--- src/rtl/bls_pkg.sv ---
// Shared constants for the Bresenham line stepper.
// No dependencies; used by the core and its checker.
`timescale 1ns / 1ps

package bls_pkg;

  // Request action codes
  localparam logic ACT_START = 1'b0;
  localparam logic ACT_STEP  = 1'b1;

  // Colour index width
  localparam int unsigned PAINT_BITS = 8;

endpackage

--- src/rtl/bresenham_line_stepper_core.sv ---
// Bresenham line stepper core: one grid cell per accepted request.
// Throughput: one request per cycle while the skid register is empty; a
// two-entry output stage (result register plus skid register) keeps input
// ready while one result waits.
// Reset (synchronous, rst_n low): no line in progress, all line state zero,
// output stage empty.
`timescale 1ns / 1ps

module bresenham_line_stepper_core #(
  parameter int unsigned COORD_BITS = 12
) (
  input  logic                            clk,
  input  logic                            rst_n,
  // request channel
  input  logic                            in_valid,
  output logic                            in_ready,
  input  logic                            in_action,
  input  logic [COORD_BITS-1:0]           in_start_col,
  input  logic [COORD_BITS-1:0]           in_start_row,
  input  logic [COORD_BITS-1:0]           in_end_col,
  input  logic [COORD_BITS-1:0]           in_end_row,
  input  logic [bls_pkg::PAINT_BITS-1:0]  in_paint,
  // result channel
  output logic                            out_valid,
  input  logic                            out_ready,
  output logic [COORD_BITS-1:0]           out_cell_col,
  output logic [COORD_BITS-1:0]           out_cell_row,
  output logic [bls_pkg::PAINT_BITS-1:0]  out_cell_paint,
  output logic                            out_last,
  output logic                            out_stale
);

  localparam int unsigned C = COORD_BITS;
  localparam int unsigned E = COORD_BITS + 3;  // error accumulator width

  typedef struct packed {
    logic [C-1:0]                   col;
    logic [C-1:0]                   row;
    logic [bls_pkg::PAINT_BITS-1:0] paint;
    logic                           last;
    logic                           stale;
  } cell_t;

  // Line state
  logic [C-1:0]                   cur_col_r, cur_col_nxt;
  logic [C-1:0]                   cur_row_r, cur_row_nxt;
  logic [C-1:0]                   goal_col_r, goal_col_nxt;
  logic [C-1:0]                   goal_row_r, goal_row_nxt;
  logic [1:0]                     col_step_r, col_step_nxt;
  logic [1:0]                     row_step_r, row_step_nxt;
  logic [C:0]                     twice_dcol_r, twice_dcol_nxt;
  logic [C:0]                     twice_drow_r, twice_drow_nxt;
  logic signed [E-1:0]            err_acc_r, err_acc_nxt;
  logic                           col_major_r, col_major_nxt;
  logic                           active_r, active_nxt;
  logic [bls_pkg::PAINT_BITS-1:0] held_paint_r, held_paint_nxt;

  // Output stage
  cell_t out_r, out_nxt;
  cell_t skid_r, skid_nxt;
  logic  out_valid_r, out_valid_nxt;
  logic  skid_valid_r, skid_valid_nxt;

  cell_t res;
  logic  accept;

  // Setup terms for a start request
  logic signed [C:0] dc, dr;
  logic [C-1:0]      adc, adr;
  logic              st_major;

  // Step terms
  logic        err_pos, err_zero, minor_move;
  logic [C:0]  tw_major, tw_minor;
  logic [1:0]  major_step;
  logic [E-1:0] sub_term;

  assign in_ready = !skid_valid_r;
  assign accept   = in_valid && in_ready;

  // Start setup: signed deltas, magnitudes and major axis
  always_comb begin
    dc       = $signed({1'b0, in_end_col}) - $signed({1'b0, in_start_col});
    dr       = $signed({1'b0, in_end_row}) - $signed({1'b0, in_start_row});
    adc      = dc[C] ? C'(-dc) : dc[C-1:0];
    adr      = dr[C] ? C'(-dr) : dr[C-1:0];
    st_major = (adc >= adr);
  end

  // Step decision on the registered error
  always_comb begin
    err_pos    = !err_acc_r[E-1] && (err_acc_r != '0);
    err_zero   = (err_acc_r == '0);
    major_step = col_major_r ? col_step_r : row_step_r;
    tw_major   = col_major_r ? twice_dcol_r : twice_drow_r;
    tw_minor   = col_major_r ? twice_drow_r : twice_dcol_r;
    // tie at zero moves the minor axis only for a positive major step
    minor_move = err_pos || (err_zero && (major_step == 2'b01));
    sub_term   = minor_move ? {2'b00, tw_major} : '0;
  end

  // Next line state and result
  always_comb begin
    cur_col_nxt    = cur_col_r;
    cur_row_nxt    = cur_row_r;
    goal_col_nxt   = goal_col_r;
    goal_row_nxt   = goal_row_r;
    col_step_nxt   = col_step_r;
    row_step_nxt   = row_step_r;
    twice_dcol_nxt = twice_dcol_r;
    twice_drow_nxt = twice_drow_r;
    err_acc_nxt    = err_acc_r;
    col_major_nxt  = col_major_r;
    active_nxt     = active_r;
    held_paint_nxt = held_paint_r;
    res.stale      = 1'b0;

    if (in_action == bls_pkg::ACT_START) begin
      cur_col_nxt    = in_start_col;
      cur_row_nxt    = in_start_row;
      goal_col_nxt   = in_end_col;
      goal_row_nxt   = in_end_row;
      held_paint_nxt = in_paint;
      col_step_nxt   = (dc == '0) ? 2'b00 : (dc[C] ? 2'b11 : 2'b01);
      row_step_nxt   = (dr == '0) ? 2'b00 : (dr[C] ? 2'b11 : 2'b01);
      twice_dcol_nxt = {adc, 1'b0};
      twice_drow_nxt = {adr, 1'b0};
      col_major_nxt  = st_major;
      // initial error: doubled minor delta less the major delta
      err_acc_nxt    = st_major ? ($signed({2'b00, adr, 1'b0}) - $signed({3'b000, adc}))
                                : ($signed({2'b00, adc, 1'b0}) - $signed({3'b000, adr}));
      active_nxt     = !((in_start_col == in_end_col) && (in_start_row == in_end_row));
    end else if (!active_r) begin
      res.stale = 1'b1;
    end else begin
      err_acc_nxt = err_acc_r - $signed(sub_term) + $signed({2'b00, tw_minor});
      if (col_major_r) begin
        cur_col_nxt = cur_col_r + {{(C-1){col_step_r[1]}}, col_step_r[0]};
        if (minor_move) begin
          cur_row_nxt = cur_row_r + {{(C-1){row_step_r[1]}}, row_step_r[0]};
        end
        active_nxt = (cur_col_nxt != goal_col_r);
      end else begin
        cur_row_nxt = cur_row_r + {{(C-1){row_step_r[1]}}, row_step_r[0]};
        if (minor_move) begin
          cur_col_nxt = cur_col_r + {{(C-1){col_step_r[1]}}, col_step_r[0]};
        end
        active_nxt = (cur_row_nxt != goal_row_r);
      end
    end

    res.col   = cur_col_nxt;
    res.row   = cur_row_nxt;
    res.paint = held_paint_nxt;
    res.last  = !res.stale && !active_nxt;
  end

  // Line state registers
  always_ff @(posedge clk) begin
    if (!rst_n) begin
      cur_col_r    <= '0;
      cur_row_r    <= '0;
      goal_col_r   <= '0;
      goal_row_r   <= '0;
      col_step_r   <= '0;
      row_step_r   <= '0;
      twice_dcol_r <= '0;
      twice_drow_r <= '0;
      err_acc_r    <= '0;
      col_major_r  <= 1'b0;
      active_r     <= 1'b0;
      held_paint_r <= '0;
    end else if (accept) begin
      cur_col_r    <= cur_col_nxt;
      cur_row_r    <= cur_row_nxt;
      goal_col_r   <= goal_col_nxt;
      goal_row_r   <= goal_row_nxt;
      col_step_r   <= col_step_nxt;
      row_step_r   <= row_step_nxt;
      twice_dcol_r <= twice_dcol_nxt;
      twice_drow_r <= twice_drow_nxt;
      err_acc_r    <= err_acc_nxt;
      col_major_r  <= col_major_nxt;
      active_r     <= active_nxt;
      held_paint_r <= held_paint_nxt;
    end
  end

  // Output stage: skid entry is always older than a new result
  always_comb begin
    out_nxt        = out_r;
    skid_nxt       = skid_r;
    out_valid_nxt  = out_valid_r;
    skid_valid_nxt = skid_valid_r;
    if (!out_valid_r || out_ready) begin
      if (skid_valid_r) begin
        out_nxt        = skid_r;
        out_valid_nxt  = 1'b1;
        skid_nxt       = res;
        skid_valid_nxt = accept;
      end else begin
        out_nxt       = res;
        out_valid_nxt = accept;
      end
    end else if (accept) begin
      skid_nxt       = res;
      skid_valid_nxt = 1'b1;
    end
  end

  always_ff @(posedge clk) begin
    if (!rst_n) begin
      out_valid_r  <= 1'b0;
      skid_valid_r <= 1'b0;
    end else begin
      out_valid_r  <= out_valid_nxt;
      skid_valid_r <= skid_valid_nxt;
    end
  end

  always_ff @(posedge clk) begin
    out_r  <= out_nxt;
    skid_r <= skid_nxt;
  end

  assign out_valid      = out_valid_r;
  assign out_cell_col   = out_r.col;
  assign out_cell_row   = out_r.row;
  assign out_cell_paint = out_r.paint;
  assign out_last       = out_r.last;
  assign out_stale      = out_r.stale;

endmodule

--- config.mk ---
export PLATFORM = sky130hd
export DESIGN_NAME = bresenham_line_stepper_core
export DESIGN_NICKNAME = d
export VERILOG_FILES = /design/src/rtl/bls_pkg.sv /design/src/rtl/bresenham_line_stepper_core.sv
export SDC_FILE = /design/constraint.sdc
export NUM_CORES = 1
export LEC_CHECK = 0
export BUFFER_PORTS_ARGS = -buffer_cell sky130_fd_sc_hd__buf_2
export CORE_MARGIN = 2
export CORE_UTILIZATION = 40
export DETAILED_ROUTE_END_ITERATION = 6
export MAX_ROUTING_LAYER = met4
export SYNTH_ARGS = -nofsm -noshare
export SYNTH_HDL_FRONTEND = slang
export SYNTH_SLANG_ARGS = --single-unit
--- constraint.sdc ---
create_clock -name clk -period 7.9 [get_ports clk]
set_input_delay 2.37 -clock clk [delete_from_list [all_inputs] [get_ports clk]]
set_output_delay 2.37 -clock clk [all_outputs]
set_load 0.1 [all_outputs]
# Yosys cells after proc, flatten, opt, wreduce, memory -nomap -nowiden
# Cells that the tools add are included.
classes:
  addsub: 10
  multipliers: 0
  n_div: 0
  n_lt_le_gt_ge: 1
  eq_ne: 7
  shift: 0
  mux: 35
  n_bitwise: 1
  reduce_logical: 21
ops:
  columns: ["op", "count"]
  rows:
  - ["two-way mux 34 bit", 4]
  - ["two-way mux 12 bit", 10]
  - ["two-way mux 15 bit", 3]
  - ["two-way mux 13 bit", 3]
  - ["subtractor 13 x 12 -> 14 bit", 2]
  - ["zero test 13 bit", 2]
  - ["subtractor 12 x 12 -> 13 bit", 2]
  - ["adder 12 bit", 2]
  - ["== test 12 bit", 2]
  - ["inequality test 12 bit", 2]
  - ["negation 12 bit", 2]
  - ["adder 15 x 14 -> 15 bit", 1]
  - ["zero test 15 bit", 1]
  - ["nonzero test 15 bit", 1]
  - ["subtractor 15 x 14 -> 15 bit", 1]
  - ["greater-or-equal comparator 12 bit", 1]
  - ["two-way mux 2 bit", 5]
  - ["two-way mux 1 bit", 9]
  - ["two-way mux 8 bit", 1]
  - ["zero test 1 bit", 6]
  - ["AND reduction 2 bit", 3]
  - ["logical AND 1 bit", 5]
  - ["== test 2 x 1 -> 1 bit (second input constant)", 1]
  - ["logical OR 1 bit", 2]
  - ["4 further kinds", 4]
totals:
  regBits: 171
  latchBits: 0
  ram_bits: 0
  rom_bits: 0
  output_inout_bits: 36
  wordCells: 99
  mem_count: 0

# Logic depth before layout (Yosys ltp)
logic_depth:
  depth_word: 10
  mapped_depth: 25
  ltp_nobuf: 24

# Worst setup path after synthesis
# Ideal clock, no wire load.
synth_path:
  kind: "input-to-reg"
  start: "input in_end_col[0]"
  end: "register err_acc_r[14]"
  setup_ps: 60
  t_arrival_ps: 7168
  slack_ps: 672
  stages: 23
  n_path_buf: 1
  cell_sequence: "inv_1 -> ha_1 -> fa_1 -> nand2b_1 -> a211oi_2 -> o221ai_1 -> a31oi_1 -> clkbuf_1 -> nand2_1 -> o21ai_0 -> inv_1 -> ha_1 -> a21oi_1 -> nor2_1 -> a211oi_1 -> o21bai_1 -> a21oi_1 -> o21ai_0 -> maj3_2 -> maj3_2 -> a2111o_1 -> nand2_1 -> o221a_1"
synth_between:
  elab_chain_len: 6
  word_cells_on_any_way: 8
  cone_classes: "4 x add/sub; 1 x order compare; 3 x mux"
synth_rtl:
  columns: ["element", "line_no", "text"]
  rows:
  - ["from (decl)", "bresenham_line_stepper_core.sv:20", "input logic [COORD_BITS-1:0] in_end_col,"]
  - ["subtractor 12 x 12 -> 13 bit (*)", "bresenham_line_stepper_core.sv:83", "dc = $signed({1'b0, in_end_col}) - $signed({1'b0, in_start_col});"]
  - ["negation 12 bit", "bresenham_line_stepper_core.sv:85", "adc = dc[C] ? C'(-dc) : dc[C-1:0];"]
  - ["two-way mux 12 bit (*)", "bresenham_line_stepper_core.sv:85", null]
  - ["net adc[1]", "bresenham_line_stepper_core.sv:69", "logic [C-1:0] adc, adr;"]
  - ["subtractor 13 x 12 -> 14 bit (tied with other cells)", "bresenham_line_stepper_core.sv:131", ": ($signed({2'b00, adc, 1'b0}) - $signed({3'b000, adr}));"]
  - ["two-way mux 15 bit (*)", "bresenham_line_stepper_core.sv:130", "err_acc_nxt = st_major ? ($signed({2'b00, adr, 1'b0}) - $signed({3'b000, adc}))"]
  - ["two-way mux 15 bit (*)", "bresenham_line_stepper_core.sv:118", "if (in_action == bls_pkg::ACT_START) begin"]
  - ["to (signal assigned)", "bresenham_line_stepper_core.sv:182", "err_acc_r <= err_acc_nxt;"]
  - ["to (decl)", "bresenham_line_stepper_core.sv:53", "logic signed [E-1:0] err_acc_r, err_acc_nxt;"]
# Mark *: on every way through the listed nets, which the timed path passes. The rest lies on a longest branch.
# A chain may end at the register's enable or synchronous reset.

# Worst setup path in the final report
# Ends and elaborated chain as after synthesis.

==> reports/qor.csv <==
metric;value;unit
io_pins;97;
dp_cells;1895;
core;31500;µm²
ys_top_cells_by_count;191 x nand2_1, 111 x inv_1, 108 x nor2_1;
p_leak;0.00624;µW
antenna_found_initial;2;
rsz0062_at_grt;false;
dp_slack;0.325;ns
synthesis.area;12800;µm²
grt_pass1_vias;10100;
swShare;41.9;%
ys_seq_area_share;32.1;%
nets;1680;
worst_slack;0.688;ns
synth_fp_nets;1609;
cts_buffers;17;
avgSynthCellArea;8.86;µm²
start_kind;primary input;
tritoncts;built;
gr-total-overflow;0;
post_cts_buffers;0;
hold_buffers;0;
vias_per_cell;5.41;
hold_viol;0;
total_power;4030;µW
drt-pass1-iter-count;5;
fp.dieH;183;µm
via_count;10400;
min_delay_path_depth;2;
htreeDepth;4;
synthTopCellsByArea;dfxtp_1 16%, edfxtp_1 16%, ha_1 8.6%;
finClkSkew;0.0131;ns
final-setup-viol-count;0;
hold_class;register to register;
dieArea;33400;µm²
tightestPinTransition;1.23;ns
grt_util_all_layers;20.8;%
clk_pin_slew;0.07;ns
fin_tns_setup;0;ns
synth_most_common_cell;nand2_1;
clock.fmax;139;MHz
grt_max_degree;75;
synth.distinct_cells;86;
ctsResizeCount;0;
gp_congestion;0.877;
synthCells;1441;
r2r_cells;20;
synthArstFlopShare;0;%
p_comb_share;51.5;%
ant_nets;0;
irDropWorstVdd;0.192;mV
ys.flop_type;dfxtp_1;
cp-end-kind;register;
ys_warn_count;0;
start_util;40.6;%
post-route-period-util;91.3;%
rows;65;
clock_latency;0.44;ns
die_w;183;µm
post-route-min-period;7.21;ns
power_density;282;nW/µm²
synth_edf_count;68;
first_iter_violations;674;
maxSlewHeadroom;18.0;%
switchingPower;1690;µW
yosysTopAreaCellShare;16.1;%
drive_gt1_share;14.8;%
grt_pass1_wl;53700;µm
port_buffers;96;
status;complete, no violations;
wl;33400;µm
crit_fanout;14;
power_frac_seq;26.4;%
yosysTopAreaCell;dfxtp_1;
fin_cells;1929;
area_growth;11.9;%
p_clk_share;22.2;%
internal_power;2340;µW
drt-wirelength-per-cell;17.3;µm
cts_num_sinks;171;
critPathRequiredTime;8.27;ns
drv_slew;0;
cts_root_buf;clkbuf_16;
yosys_register_bits;171;
max-cap-violations;0;
critPathArrivalTime;7.58;ns
dpl.hpwl;25100;µm
drcViolationCount;0;
worst-setup-path-type;primary input to register;
clockBufferDepth;2;
==> cell families (layout without fill, tap and decap cells) <==
logic type	after synthesis	after routing	share of synthesized area, %
compound gates	345	345	18.8
xor+xnor	114	114	8.95
fa+ha+maj	111	111	11.9
buf+inv	176	260	5.32
flops	171	171	32.1
mux	84	84	6.97
other cells	0	2	0
simple gates	440	440	15.9
==> through the flow <==
step | utilization [%] | hold slack, ns | instance area [µm²]
final | 45.4 | 0.463 | 14300
after floorplan | - | 0.439 | 12800
after detailed placement | 43.4 | 0.459 | 13700
after CTS | 45.4 | 0.468 | 14300
after global placement | 43.4 | 0.450 | 13700
after global routing | 45.4 | 0.499 | 14300
==> path summary, 6_finish.rpt <==
path,start,end,slack [ns]
setup reg to reg,col_major_r,err_acc_r[13],2.47
setup / recovery,in_end_col[0],err_acc_r[14],0.69
hold reg to reg,held_paint_r[4],held_paint_r[4],0.46
hold / removal,held_paint_r[4],held_paint_r[4],0.46
==> critical path, cell delays in order <==
cell and delay [ns]:
buf_2 0.10, inv_1 0.04, ha_1 0.22, fa_1 0.41, nand2b_1 0.19, a211oi_2 0.29
o221ai_1 0.20, a31oi_1 0.17, buf_4 0.22, nand2_1 0.07, o21ai_0 0.24, inv_1 0.14
ha_1 0.37, a21oi_1 0.23, nor2_1 0.08, a211oi_1 0.37, o21bai_1 0.11, a21oi_1 0.24
o21ai_0 0.20, maj3_2 0.34, maj3_2 0.34, a2111o_1 0.37, nand2_1 0.10, o221a_1 0.18
==> layout by cell type, fill, tap and decap left out, types with 9 or more instances in the layout <==
cell type  netlist  routed
nand2_1        191     191
inv_1          111     111
nor2_1         108     107
dfxtp_1        103     103
buf_2            0      96
a21oi_1         93      93
ha_1            88      88
edfxtp_1        68      68
xnor2_1         60      60
a21boi_0        55      55
o21ai_0         50      49
mux2i_1         47      47
xor2_1          42      42
mux2_2          36      36
nand3_1         20      20
a21o_1          19      19
fa_1            19      19
buf_4            0      19
o211a_1         17      17
clkbuf_16        0      17
nor3_1          15      15
nand2b_1        15      13
o21a_1          13      13
and2_1          13      13
nor2b_1         13      12
nor3b_1         11      11
o21bai_1        10      10
o21ai_1          9       9
nor4_1           9       9
o211ai_1         9       9
==> power by group through the flow <==
stage / clock network (µW) / registers [µW] / logic [µW]
final: 893 / 1060 / 2070
after global routing: 948 / 1070 / 2290
after CTS: 911 / 1060 / 2070
after detailed placement: 0 / 1080 / 2050
after global placement: 0 / 1080 / 2020
after floorplan: 0 / 1220 / 1490
==> layer usage <==
layer  share of wire (%)  GRT usage (%)  routed length (µm)
met5                   0              -                   0
met3                 3.4           3.11                1150
met2                  47           33.7               15700
met4                 2.7           6.77                 898
met1                  47           26.9               15600
==> cell type report <==
class / count / area (µm²)
Antenna cell: 2 / 5.00
Clock buffer: 18 / 429
Clock inverter: 14 / 184
Fill cell: 3088 / 17200
Inverter: 113 / 424
Multi-Input combinational cell: 1094 / 8020
Sequential cell: 171 / 4100
Tap cell: 402 / 503
Timing Repair Buffer: 115 / 623
==> sequential cells by signal, indices dropped and copies added (netlist names) <==
name and flops:
skid_r 34, goal_col_r 12, out_cell_row 12, col_major_r 1
row_step_r 2, out_cell_paint 8, out_stale 1, col_step_r 2
goal_row_r 12, twice_drow_r 12, cur_row_r 12, out_cell_col 12
active_r 1, held_paint_r 8, twice_dcol_r 12, out_last 1
skid_valid_r 1, out_valid 1, cur_col_r 12, err_acc_r 15
Note: power is estimated with default switching activity, not from simulation.
